## src/sv/marker_framed_packet_parser_unit_assert.svh

```systemverilog
// ----------------------------------------------------------------------------
// Marker framed packet parser assertion macros
// Concurrent assertion wrappers, clocked on clk and disabled in reset.
// ----------------------------------------------------------------------------
`ifndef MARKER_FRAMED_PACKET_PARSER_UNIT_ASSERT_SVH
`define MARKER_FRAMED_PACKET_PARSER_UNIT_ASSERT_SVH

`ifndef SYNTHESIS
`define MFPP_ASSERT(lbl, prop, msg) \
	lbl: assert property (@(posedge clk) disable iff (!arst_n) prop) else $error(msg);
`define MFPP_ASSERT_NEXT(lbl, ante, cons, msg) \
	lbl: assert property (@(posedge clk) disable iff (!arst_n) (ante) |=> (cons)) \
		else $error(msg);
`else
`define MFPP_ASSERT(lbl, prop, msg)
`define MFPP_ASSERT_NEXT(lbl, ante, cons, msg)
`endif

`endif

```

## src/sv/mfpp_pkg.sv

```systemverilog
// ----------------------------------------------------------------------------
// Marker framed packet parser package
// Framing constants, register indexes, flag codes and shared types.
// ----------------------------------------------------------------------------
`default_nettype none

package mfpp_pkg;

	localparam int PACKET_BYTES   = 75;
	localparam int MARKER_BYTES   = 2;
	localparam int SAMPLE_BYTES   = 64;
	localparam int EVT_SHIFT      = 2;
	localparam int TRIG_SHIFT     = 12;

	localparam int HDR_OFS    = MARKER_BYTES;
	localparam int SAMPLE_OFS = HDR_OFS + 7;
	localparam int MK_W       = 8 * MARKER_BYTES;
	localparam int CNT_W      = $clog2(PACKET_BYTES);
	localparam int IDX_W      = $clog2(SAMPLE_BYTES);

	localparam logic [CNT_W-1:0] CNT_FULL = CNT_W'(PACKET_BYTES - 1);
	localparam logic [15:0]      PKT_WRAP = 16'hFFFE;

	localparam logic [1:0] FLAG_RESYNC   = 2'b01;
	localparam logic [1:0] FLAG_NO_START = 2'b10;

	localparam int CFG_IDX_W  = 3;
	localparam int CFG_DATA_W = 16;

	localparam logic [CFG_IDX_W-1:0] CFG_CHECK_EN      = 3'd0;
	localparam logic [CFG_IDX_W-1:0] CFG_START_MARKER  = 3'd1;
	localparam logic [CFG_IDX_W-1:0] CFG_STOP_MARKER   = 3'd2;
	localparam logic [CFG_IDX_W-1:0] CFG_CHAN_MASK     = 3'd3;
	localparam logic [CFG_IDX_W-1:0] CFG_CHAN_SHIFT    = 3'd4;
	localparam logic [CFG_IDX_W-1:0] CFG_ABS_WIND_MASK = 3'd5;
	localparam logic [CFG_IDX_W-1:0] CFG_EVT_WIND_MASK = 3'd6;
	localparam logic [CFG_IDX_W-1:0] CFG_TIMING_MASK   = 3'd7;

	typedef logic [7:0] byte_t;

	typedef struct packed {
		logic [7:0]  channel;
		logic [31:0] trig_time;
		logic [15:0] log_win;
		logic [7:0]  phys_win;
		logic [1:0]  info_flags;
		logic [15:0] packet_number;
	} hdr_t;

	typedef struct packed {
		logic load;
		hdr_t hdr;
	} emit_t;

endpackage

`default_nettype wire

```

## src/sv/mfpp_cell.sv

```systemverilog
// ----------------------------------------------------------------------------
// Byte cell
// One byte of a shift chain: parallel load or take the neighbour's byte.
// ----------------------------------------------------------------------------
`default_nettype none

module mfpp_cell
	import mfpp_pkg::*;
(
	input  wire   clk,
	input  wire   ld,
	input  byte_t ld_byte,
	input  wire   sh,
	input  byte_t sh_byte,
	output byte_t q
);

	byte_t q_q;

	always_ff @(posedge clk) begin
		if (ld) begin
			q_q <= ld_byte;
		end else if (sh) begin
			q_q <= sh_byte;
		end
	end

	assign q = q_q;

endmodule

`default_nettype wire

```

## src/sv/mfpp_ctrl.sv

```systemverilog
// ----------------------------------------------------------------------------
// Framing control
// Configuration registers, marker checks, lock and error tracking, header
// decode and packet numbering.
// ----------------------------------------------------------------------------
`default_nettype none

`include "marker_framed_packet_parser_unit_assert.svh"

module mfpp_ctrl
	import mfpp_pkg::*;
(
	input  wire                   clk,
	input  wire                   arst_n,
	input  wire                   cfg_wen,
	input  wire [CFG_IDX_W-1:0]   cfg_idx,
	input  wire [CFG_DATA_W-1:0]  cfg_wdata,
	input  wire                   byte_fire,
	input  byte_t                 nw [PACKET_BYTES],
	input  wire                   busy,
	output logic                  byte_ready,
	output emit_t                 emit
);

	logic             check_en_q;
	logic [15:0]      start_marker_q;
	logic [15:0]      stop_marker_q;
	logic [7:0]       chan_mask_q;
	logic [2:0]       chan_shift_q;
	logic [7:0]       abs_wind_mask_q;
	logic [7:0]       evt_wind_mask_q;
	logic [15:0]      timing_mask_q;

	logic [CNT_W-1:0] cnt_q;
	logic [1:0]       err_q;
	logic             locked_q;
	logic [15:0]      pkt_num_q;

	logic [MK_W-1:0]  start_val;
	logic [MK_W-1:0]  stop_val;
	logic             full;
	logic             blind;
	logic             start_ok;
	logic             stop_ok;
	logic             frame;
	logic             do_emit;
	logic [15:0]      w1;
	logic [15:0]      w2;
	byte_t            p0;
	byte_t            p1;
	logic [1:0]       flags;

	always_ff @(posedge clk or negedge arst_n) begin
		if (!arst_n) begin
			check_en_q      <= 1'b1;
			start_marker_q  <= '0;
			stop_marker_q   <= '0;
			chan_mask_q     <= 8'hFF;
			chan_shift_q    <= '0;
			abs_wind_mask_q <= 8'hFF;
			evt_wind_mask_q <= 8'hFF;
			timing_mask_q   <= 16'hFFFF;
		end else if (cfg_wen) begin
			unique case (cfg_idx)
				CFG_CHECK_EN:      check_en_q      <= cfg_wdata[0];
				CFG_START_MARKER:  start_marker_q  <= cfg_wdata[15:0];
				CFG_STOP_MARKER:   stop_marker_q   <= cfg_wdata[15:0];
				CFG_CHAN_MASK:     chan_mask_q     <= cfg_wdata[7:0];
				CFG_CHAN_SHIFT:    chan_shift_q    <= cfg_wdata[2:0];
				CFG_ABS_WIND_MASK: abs_wind_mask_q <= cfg_wdata[7:0];
				CFG_EVT_WIND_MASK: evt_wind_mask_q <= cfg_wdata[7:0];
				CFG_TIMING_MASK:   timing_mask_q   <= cfg_wdata[15:0];
				default: ;
			endcase
		end
	end

	always_comb begin
		start_val = '0;
		stop_val  = '0;
		for (int k = 0; k < MARKER_BYTES; k++) begin
			start_val[MK_W-1-8*k -: 8] = nw[k];
			stop_val[MK_W-1-8*k -: 8]  = nw[PACKET_BYTES-MARKER_BYTES+k];
		end
	end

	assign full     = (cnt_q == CNT_FULL);
	assign blind    = !check_en_q && locked_q;
	assign start_ok = (start_val == start_marker_q[MK_W-1:0]);
	assign stop_ok  = (stop_val == stop_marker_q[MK_W-1:0]);
	assign frame    = byte_fire && full;
	assign do_emit  = frame && (blind || stop_ok);

	assign byte_ready = !(busy && full);

	always_comb begin
		if (blind) begin
			flags = '0;
		end else if (start_ok) begin
			flags = err_q;
		end else begin
			flags = err_q | FLAG_NO_START;
		end
	end

	assign w1 = {nw[HDR_OFS+1], nw[HDR_OFS+2]};
	assign w2 = {nw[HDR_OFS+3], nw[HDR_OFS+4]};
	assign p0 = nw[HDR_OFS+5];
	assign p1 = nw[HDR_OFS+6];

	always_comb begin
		emit.load              = do_emit;
		emit.hdr.channel       = (nw[HDR_OFS] >> chan_shift_q) & chan_mask_q;
		emit.hdr.trig_time     = ({16'd0, w1} << TRIG_SHIFT)
		                       | {16'd0, w2 & timing_mask_q};
		emit.hdr.log_win       = ({8'd0, p0 & abs_wind_mask_q} << (8 - EVT_SHIFT))
		                       | {8'd0, (p1 >> EVT_SHIFT) & evt_wind_mask_q};
		emit.hdr.phys_win      = p1 & abs_wind_mask_q;
		emit.hdr.info_flags    = flags;
		emit.hdr.packet_number = pkt_num_q;
	end

	always_ff @(posedge clk or negedge arst_n) begin
		if (!arst_n) begin
			cnt_q     <= '0;
			err_q     <= '0;
			locked_q  <= 1'b0;
			pkt_num_q <= '0;
		end else begin
			if (byte_fire) begin
				if (!full) begin
					cnt_q <= cnt_q + 1'b1;
				end else if (do_emit) begin
					cnt_q <= '0;
				end
			end
			if (frame && !blind) begin
				if (stop_ok) begin
					locked_q <= 1'b1;
					err_q    <= start_ok ? 2'b00 : (err_q | FLAG_NO_START);
				end else begin
					err_q <= err_q | FLAG_RESYNC;
				end
			end
			if (do_emit) begin
				pkt_num_q <= (pkt_num_q == PKT_WRAP) ? 16'd0 : pkt_num_q + 16'd1;
			end
		end
	end

	`MFPP_ASSERT(a_cnt_range, (cnt_q <= CNT_FULL), "byte count beyond window")
	`MFPP_ASSERT_NEXT(a_emit_empties, do_emit, (cnt_q == '0), "window not emptied")
	`MFPP_ASSERT_NEXT(a_slide_keeps, (frame && !do_emit), (cnt_q == CNT_FULL && err_q[0]),
		"slide lost window or resync flag")
	`MFPP_ASSERT(a_stall_cause, (!byte_ready |-> (busy && full)), "spurious input stall")

endmodule

`default_nettype wire

```

## src/sv/mfpp_out.sv

```systemverilog
// ----------------------------------------------------------------------------
// Sample output
// Header hold register and sample byte chain; shift one byte per transfer.
// ----------------------------------------------------------------------------
`default_nettype none

`include "marker_framed_packet_parser_unit_assert.svh"

module mfpp_out
	import mfpp_pkg::*;
(
	input  wire              clk,
	input  wire              arst_n,
	input  emit_t            emit,
	input  byte_t            samples [SAMPLE_BYTES],
	input  wire              result_ready,
	output logic             result_valid,
	output logic             busy,
	output hdr_t             hdr,
	output byte_t            sample_byte,
	output logic [IDX_W-1:0] sample_index,
	output logic             last
);

	logic             busy_q;
	logic [IDX_W-1:0] idx_q;
	hdr_t             hdr_q;
	logic             out_fire;
	byte_t            chain [SAMPLE_BYTES];

	assign out_fire = busy_q && result_ready;

	for (genvar k = 0; k < SAMPLE_BYTES; k++) begin : g_smp
		byte_t nxt;
		if (k < SAMPLE_BYTES - 1) begin : g_mid
			assign nxt = chain[k+1];
		end else begin : g_end
			assign nxt = '0;
		end
		mfpp_cell u_cell (
			.clk     (clk),
			.ld      (emit.load),
			.ld_byte (samples[k]),
			.sh      (out_fire),
			.sh_byte (nxt),
			.q       (chain[k])
		);
	end

	always_ff @(posedge clk) begin
		if (emit.load) begin
			hdr_q <= emit.hdr;
		end
	end

	always_ff @(posedge clk or negedge arst_n) begin
		if (!arst_n) begin
			busy_q <= 1'b0;
			idx_q  <= '0;
		end else if (emit.load) begin
			busy_q <= 1'b1;
			idx_q  <= '0;
		end else if (out_fire) begin
			idx_q <= idx_q + 1'b1;
			if (last) begin
				busy_q <= 1'b0;
			end
		end
	end

	assign result_valid = busy_q;
	assign busy         = busy_q;
	assign hdr          = hdr_q;
	assign sample_byte  = chain[0];
	assign sample_index = idx_q;
	assign last         = (idx_q == IDX_W'(SAMPLE_BYTES - 1));

	`MFPP_ASSERT(a_load_idle, (emit.load |-> !busy_q), "packet loaded over pending samples")
	`MFPP_ASSERT_NEXT(a_load_start, emit.load, (busy_q && idx_q == '0),
		"packet load did not start emission")
	`MFPP_ASSERT_NEXT(a_last_done, (out_fire && last), !busy_q, "emission ran past last sample")

endmodule

`default_nettype wire

```

## src/sv/marker_framed_packet_parser_unit.sv

```systemverilog
// ----------------------------------------------------------------------------
// Marker framed packet parser
// Start/stop marker deframer: byte window chain, marker checks and
// 64-byte sample emission per packet.
// ----------------------------------------------------------------------------
//  Channel   Handshake                   Payload
//  cfg       cfg_wen                     cfg_idx, cfg_wdata
//  byte      byte_valid / byte_ready     in_byte
//  result    result_valid / result_ready channel, trig_time, log_win, phys_win,
//                                        info_flags, packet_number,
//                                        sample_byte, sample_index, last
//
//  One byte per cycle; a packet is decided in the cycle its final byte transfers.
//  Its 64 results leave one per cycle from the sample chain while result_ready
//  is high, overlapping the next packet's bytes; byte_ready drops only when a
//  window is one byte from full while samples of the previous packet are pending.
//  Reset clears count, flags, lock, pkt number; presets config; no clearing pass.
// ----------------------------------------------------------------------------
`default_nettype none

module marker_framed_packet_parser_unit
	import mfpp_pkg::*;
(
	input  wire                  clk,
	input  wire                  arst_n,
	input  wire                  cfg_wen,
	input  wire [CFG_IDX_W-1:0]  cfg_idx,
	input  wire [CFG_DATA_W-1:0] cfg_wdata,
	input  wire                  byte_valid,
	output logic                 byte_ready,
	input  wire [7:0]            in_byte,
	output logic                 result_valid,
	input  wire                  result_ready,
	output logic [7:0]           channel,
	output logic [31:0]          trig_time,
	output logic [15:0]          log_win,
	output logic [7:0]           phys_win,
	output logic [1:0]           info_flags,
	output logic [15:0]          packet_number,
	output logic [7:0]           sample_byte,
	output logic [IDX_W-1:0]     sample_index,
	output logic                 last
);

	byte_t win [PACKET_BYTES];
	byte_t nw [PACKET_BYTES];
	byte_t samples [SAMPLE_BYTES];
	logic  byte_fire;
	logic  busy;
	emit_t emit;
	hdr_t  hdr;

	assign byte_fire = byte_valid && byte_ready;

	for (genvar i = 0; i < PACKET_BYTES; i++) begin : g_win
		if (i < PACKET_BYTES - 1) begin : g_mid
			assign nw[i] = win[i+1];
		end else begin : g_end
			assign nw[i] = in_byte;
		end
		mfpp_cell u_cell (
			.clk     (clk),
			.ld      (1'b0),
			.ld_byte ('0),
			.sh      (byte_fire),
			.sh_byte (nw[i]),
			.q       (win[i])
		);
	end

	for (genvar k = 0; k < SAMPLE_BYTES; k++) begin : g_tap
		assign samples[k] = nw[SAMPLE_OFS+k];
	end

	mfpp_ctrl u_ctrl (
		.clk        (clk),
		.arst_n     (arst_n),
		.cfg_wen    (cfg_wen),
		.cfg_idx    (cfg_idx),
		.cfg_wdata  (cfg_wdata),
		.byte_fire  (byte_fire),
		.nw         (nw),
		.busy       (busy),
		.byte_ready (byte_ready),
		.emit       (emit)
	);

	mfpp_out u_out (
		.clk          (clk),
		.arst_n       (arst_n),
		.emit         (emit),
		.samples      (samples),
		.result_ready (result_ready),
		.result_valid (result_valid),
		.busy         (busy),
		.hdr          (hdr),
		.sample_byte  (sample_byte),
		.sample_index (sample_index),
		.last         (last)
	);

	assign channel       = hdr.channel;
	assign trig_time     = hdr.trig_time;
	assign log_win       = hdr.log_win;
	assign phys_win      = hdr.phys_win;
	assign info_flags    = hdr.info_flags;
	assign packet_number = hdr.packet_number;

endmodule

`default_nettype wire
```

## config.mk

```make
export PLATFORM = sky130hd
export DESIGN_NAME = marker_framed_packet_parser_unit
export DESIGN_NICKNAME = d
export VERILOG_FILES = /design/src/sv/mfpp_pkg.sv /design/src/sv/mfpp_cell.sv /design/src/sv/mfpp_ctrl.sv /design/src/sv/mfpp_out.sv /design/src/sv/marker_framed_packet_parser_unit.sv
export VERILOG_INCLUDE_DIRS = /design/src /design/src/sv
export SDC_FILE = /design/constraint.sdc
export NUM_CORES = 2
export LEC_CHECK = 0
export BUFFER_PORTS_ARGS = -buffer_cell sky130_fd_sc_hd__buf_2
export CAP_MARGIN = 20
export CELL_PAD_IN_SITES_DETAIL_PLACEMENT = 2
export CELL_PAD_IN_SITES_GLOBAL_PLACEMENT = 2
export CORE_MARGIN = 4
export CORE_UTILIZATION = 35
export CTS_BUF_LIST = sky130_fd_sc_hd__clkbuf_8
export CTS_CLUSTER_SIZE = 28
export DETAILED_ROUTE_END_ITERATION = 7
export GPL_TIMING_DRIVEN = 1
export HOLD_SLACK_MARGIN = 0.15
export PLACE_DENSITY = 0.67
export SKIP_CTS_REPAIR_TIMING = 1
export SLEW_MARGIN = 20
export SYNTH_ARGS = -nofsm -noshare
export SYNTH_HDL_FRONTEND = slang
export SYNTH_SLANG_ARGS = --single-unit
```

## constraint.sdc

```tcl
create_clock -name clk -period 84.5 [get_ports clk]
set_input_delay 8.45 -clock clk [delete_from_list [all_inputs] [get_ports clk]]
set_output_delay 8.45 -clock clk [all_outputs]
set_load 0.05 [all_outputs]
```

==> impl_metrics.ini <==
[setup_path]
critical-path-max-stage-delay_ns = 0.93
rr_startpoint = g_win[74].u_cell.q[1]$_DFFE_PP_
r2r-end = u_out.g_smp[57].u_cell.q[0]$_DFFE_PP_
critical_path.startpoint_type = input pin
worst-path-buf-inv = 5
critical-path-top-delay-family = buffers and inverters
ff2ff_setup_slack_ns = 78.61
worst-path-max-fanout = 81
critPathSlowestCell = sky130_fd_sc_hd__buf_4
critPathCaptureType = flop
r2r.worst_path.cells = 9
timing.critical_path.required_ns = 85.13
critical_path_class = in -> reg
crit_top_cell = sky130_fd_sc_hd__buf_4
path_cells = buf_2 -> xor2_1 -> nor4_1 -> and4_1 -> o21ai_4 -> buf_4 -> buf_4 -> buf_4 -> buf_4 -> mux2_2
cp.arrival_ns = 13.67

[global_route]
grt_remaining_overflow = 0
grt_use_total = 0.140
pin_count_of_the_biggest_net_entering_global_routing = 181
antenna_found_initial = 10
first_global_vias = 24400
grt_first_pass_wirelength_um = 152000

[timing]
worstMarginPinSlew_ns = 1.16
timing.clock.skew_ns = 0.0396
worst_slack_ns = 71.45
rsz0062_at_grt = no
maxSlewHeadroom = 0.227
final_hold_viol_count = 0
setup-tns-final_ns = 0
maxSlewViolCount = 0
post-route-min-period_ns = 13.05
report.final.setup_viol = 0
fin_crit_sh = 0.154
achievable-frequency_mhz = 76.6

[detailed_routing]
drt_iter0_markers = 1420
drt_pre_antenna_iters = 4
viasPerCell = 4.73
postRouteAntennaNets = 0
routed_wire_length_per_instance_um = 22.1
number_of_vias_after_detailed_routing = 21300
drt_wl_total_um = 99500
residual_drc_count = 0

[clocking]
numClockSinks = 1287
tritoncts_clock_tree = yes
number_of_h_tree_branching_levels = 4
clk_latency_ns = 0.90
cts_made_buffers = 207
clock_tree.root_cell = sky130_fd_sc_hd__clkbuf_8
cts_buffer_depth = 3
path_clk_slew_ns = 0.06

[hold_path]
min_path_cells = 0
min-delay-start = g_win[11].u_cell.q[0]$_DFFE_PP_
worstHoldPathType = reg -> reg
min_delay_worst_endpoint = g_win[10].u_cell.q[0]$_DFFE_PP_

[final_layout]
highest_count_cells_in_the_layout_ignoring_fill_and_taps = 1180 x sky130_fd_sc_hd__edfxtp_1, 583 x sky130_fd_sc_hd__mux2_2, 214 x sky130_fd_sc_hd__clkbuf_8
drive_gt1_frac = 0.379
synthToLayoutAreaGrowth_pct = 13.1
layout.filler_cells = 12700
final_cell_area_um2 = 53700
final_net_count = 2579
layout.cells.most_common = sky130_fd_sc_hd__edfxtp_1

[die]
die_h_um = 376
die_w_um = 376
initial_core_util = 0.354
row_count = 134
boundaryPins = 131
die_area_um2 = 142000
floorplan.core_area_um2 = 134000

[power]
cellLeakagePower_nw = 18.7
worst_ir_drop_vdd_mv = 0.0130
power.density_cell_area_nw_per_um2 = 23.6

[logic_synthesis]
synth_flop_cell = sky130_fd_sc_hd__edfxtp_1
synth.avg_cell_area_um2 = 21.0
synth.top_cells.by_area = sky130_fd_sc_hd__edfxtp_1 75%, sky130_fd_sc_hd__mux2_2 14%, sky130_fd_sc_hd__dfrtp_1 3.6%, sky130_fd_sc_hd__dfstp_2 2.2%, sky130_fd_sc_hd__buf_6 1.3%
number_of_synthesized_flops_with_an_enable_pin = 1180
post_synthesis_cell_type_with_the_largest_combined_area = sky130_fd_sc_hd__edfxtp_1
post_synth_num_cell_types = 56
netlist_instances = 2259
synth-seq-cells = 1287
ys.warnings.count = 0
postSynth.asyncResetShare = 0.0831
ys_seq_area_frac = 0.804
mappedNetlistArea_um2 = 47500
synth.top_cell.area_share = 0.747

[placed_design]
gp_congestion = 0.767
dp_worst_setup_slack_ns = 70.35
place.detailed.hpwl_um = 59300
detailed_place.area_um2 = 49800
io_buffers = 124

[run]
drv.max_cap_violation_count = 0

[outcome]
result_of_the_run = finished clean
==> worst register-to-register path, stage by stage (launching register included) <==
cell,delay [ns]
sky130_fd_sc_hd__edfxtp_1,0.43
sky130_fd_sc_hd__xor2_1,0.27
sky130_fd_sc_hd__nor4_1,0.13
sky130_fd_sc_hd__and4_1,0.43
sky130_fd_sc_hd__o21ai_4,0.37
sky130_fd_sc_hd__buf_4,0.75
sky130_fd_sc_hd__buf_4,1.01
sky130_fd_sc_hd__buf_4,0.82
sky130_fd_sc_hd__buf_4,0.92
sky130_fd_sc_hd__mux2_2,0.50
==> synth_stat cells, types with 4 or more instances <==
cell type	number
sky130_fd_sc_hd__edfxtp_1	1180
sky130_fd_sc_hd__mux2_2	583
sky130_fd_sc_hd__dfrtp_1	68
sky130_fd_sc_hd__buf_6	53
sky130_fd_sc_hd__and2_1	48
sky130_fd_sc_hd__dfstp_2	39
sky130_fd_sc_hd__xor2_1	36
sky130_fd_sc_hd__nand2_1	34
sky130_fd_sc_hd__nor2_1	23
sky130_fd_sc_hd__o21ai_0	16
sky130_fd_sc_hd__clkbuf_1	15
sky130_fd_sc_hd__nand3_1	15
sky130_fd_sc_hd__nor4_1	12
sky130_fd_sc_hd__inv_1	11
sky130_fd_sc_hd__nand4_1	9
sky130_fd_sc_hd__a21o_1	8
sky130_fd_sc_hd__a21oi_1	8
sky130_fd_sc_hd__buf_4	8
sky130_fd_sc_hd__nor3_1	8
sky130_fd_sc_hd__buf_2	6
sky130_fd_sc_hd__ha_1	5
sky130_fd_sc_hd__a2111oi_0	4
sky130_fd_sc_hd__and3_1	4
sky130_fd_sc_hd__mux2i_1	4
sky130_fd_sc_hd__nor2b_1	4
sky130_fd_sc_hd__o31ai_1	4
==> final cells by class <==
class	count	area, um2	share of cell area
inverters	12	47.5	0.000886
multi-input cells	883	8560	0.160
repair buffers	151	898	0.0167
clock inverters	176	828	0.0154
flip-flops and latches	1287	38200	0.711
clock buffers	214	2950	0.0549
well taps	1768	2210	0.0412
diodes	2	5.00	0.0000933
==> how the worst max path moves through the flow <==
stage               startpoint                                     to  slack (ns)  cells past startpoint
global placement    in_byte[3]  u_out.g_smp[38].u_cell.q[5]$_DFFE_PP_       70.62                      9
global route        in_byte[5]  u_out.g_smp[57].u_cell.q[0]$_DFFE_PP_       71.20                     10
detailed placement  in_byte[7]  u_out.g_smp[38].u_cell.q[5]$_DFFE_PP_       70.35                      9
CTS                 in_byte[3]  u_out.g_smp[33].u_cell.q[3]$_DFFE_PP_       71.24                      9
floorplan           byte_valid        g_win[10].u_cell.q[0]$_DFFE_PP_       45.81                      2
finish              in_byte[5]  u_out.g_smp[57].u_cell.q[0]$_DFFE_PP_       71.45                     10
==> logic make-up after synthesis <==
family          share of synthesized area
buf+inv                            0.0166
other cells                     0.0000790
flops                               0.804
xor+xnor                          0.00720
fa+ha+maj                         0.00132
compound gates                     0.0108
mux                                 0.140
simple gates                       0.0203
==> per-layer routing <==
| metal | vias to the layer above | track usage | wire (um) |
|---|---|---|---|
| li1 | 9511 | - | - |
| met1 | 11100 | 0.172 | 42000 |
| met2 | 437 | 0.244 | 51300 |
| met3 | 165 | 0.0309 | 4080 |
| met4 | 0 | 0.0449 | 2130 |
| met5 | - | 0 | 0 |
==> state kept, by name (all words and copies together) (netlist names) <==
register	cells
g_win.u_cell.q	592
u_out.g_smp.u_cell.q	512
u_out.hdr	76
u_ctrl.pkt_num_q	16
u_ctrl.start_marker_q	16
u_ctrl.stop_marker_q	16
u_ctrl.timing_mask_q	16
u_ctrl.abs_wind_mask_q	8
u_ctrl.chan_mask_q	8
u_ctrl.cnt_q	7
u_ctrl.evt_wind_mask_q	6
u_out.sample_index	6
u_ctrl.chan_shift_q	3
u_ctrl.err_q	2
u_ctrl.check_en_q	1
u_ctrl.locked_q	1
u_out.busy	1
==> power breakdown <==
group	leakage, nW	internal (W)	switching [W]
clock	2.23	0.000243	0.000248
combinational	4.04	0.0000142	0.0000207
sequential	12.4	0.000724	0.0000192
==> through the flow <==
| stage | std cells | hold slack, ns | total power, W | utilization |
|---|---|---|---|---|
| finish | 4493 | 0.442 | 0.00127 | 0.400 |
| global route | 4493 | 0.441 | 0.00133 | 0.400 |
| CTS | 4489 | 0.444 | 0.00129 | 0.400 |
| detailed placement | 4099 | 0.429 | 0.000791 | 0.371 |
| global placement | 4098 | 0.425 | 0.000784 | 0.371 |
| floorplan | 2264 | 0.417 | 0.000784 | - |
(Power assumes the default switching activity.)
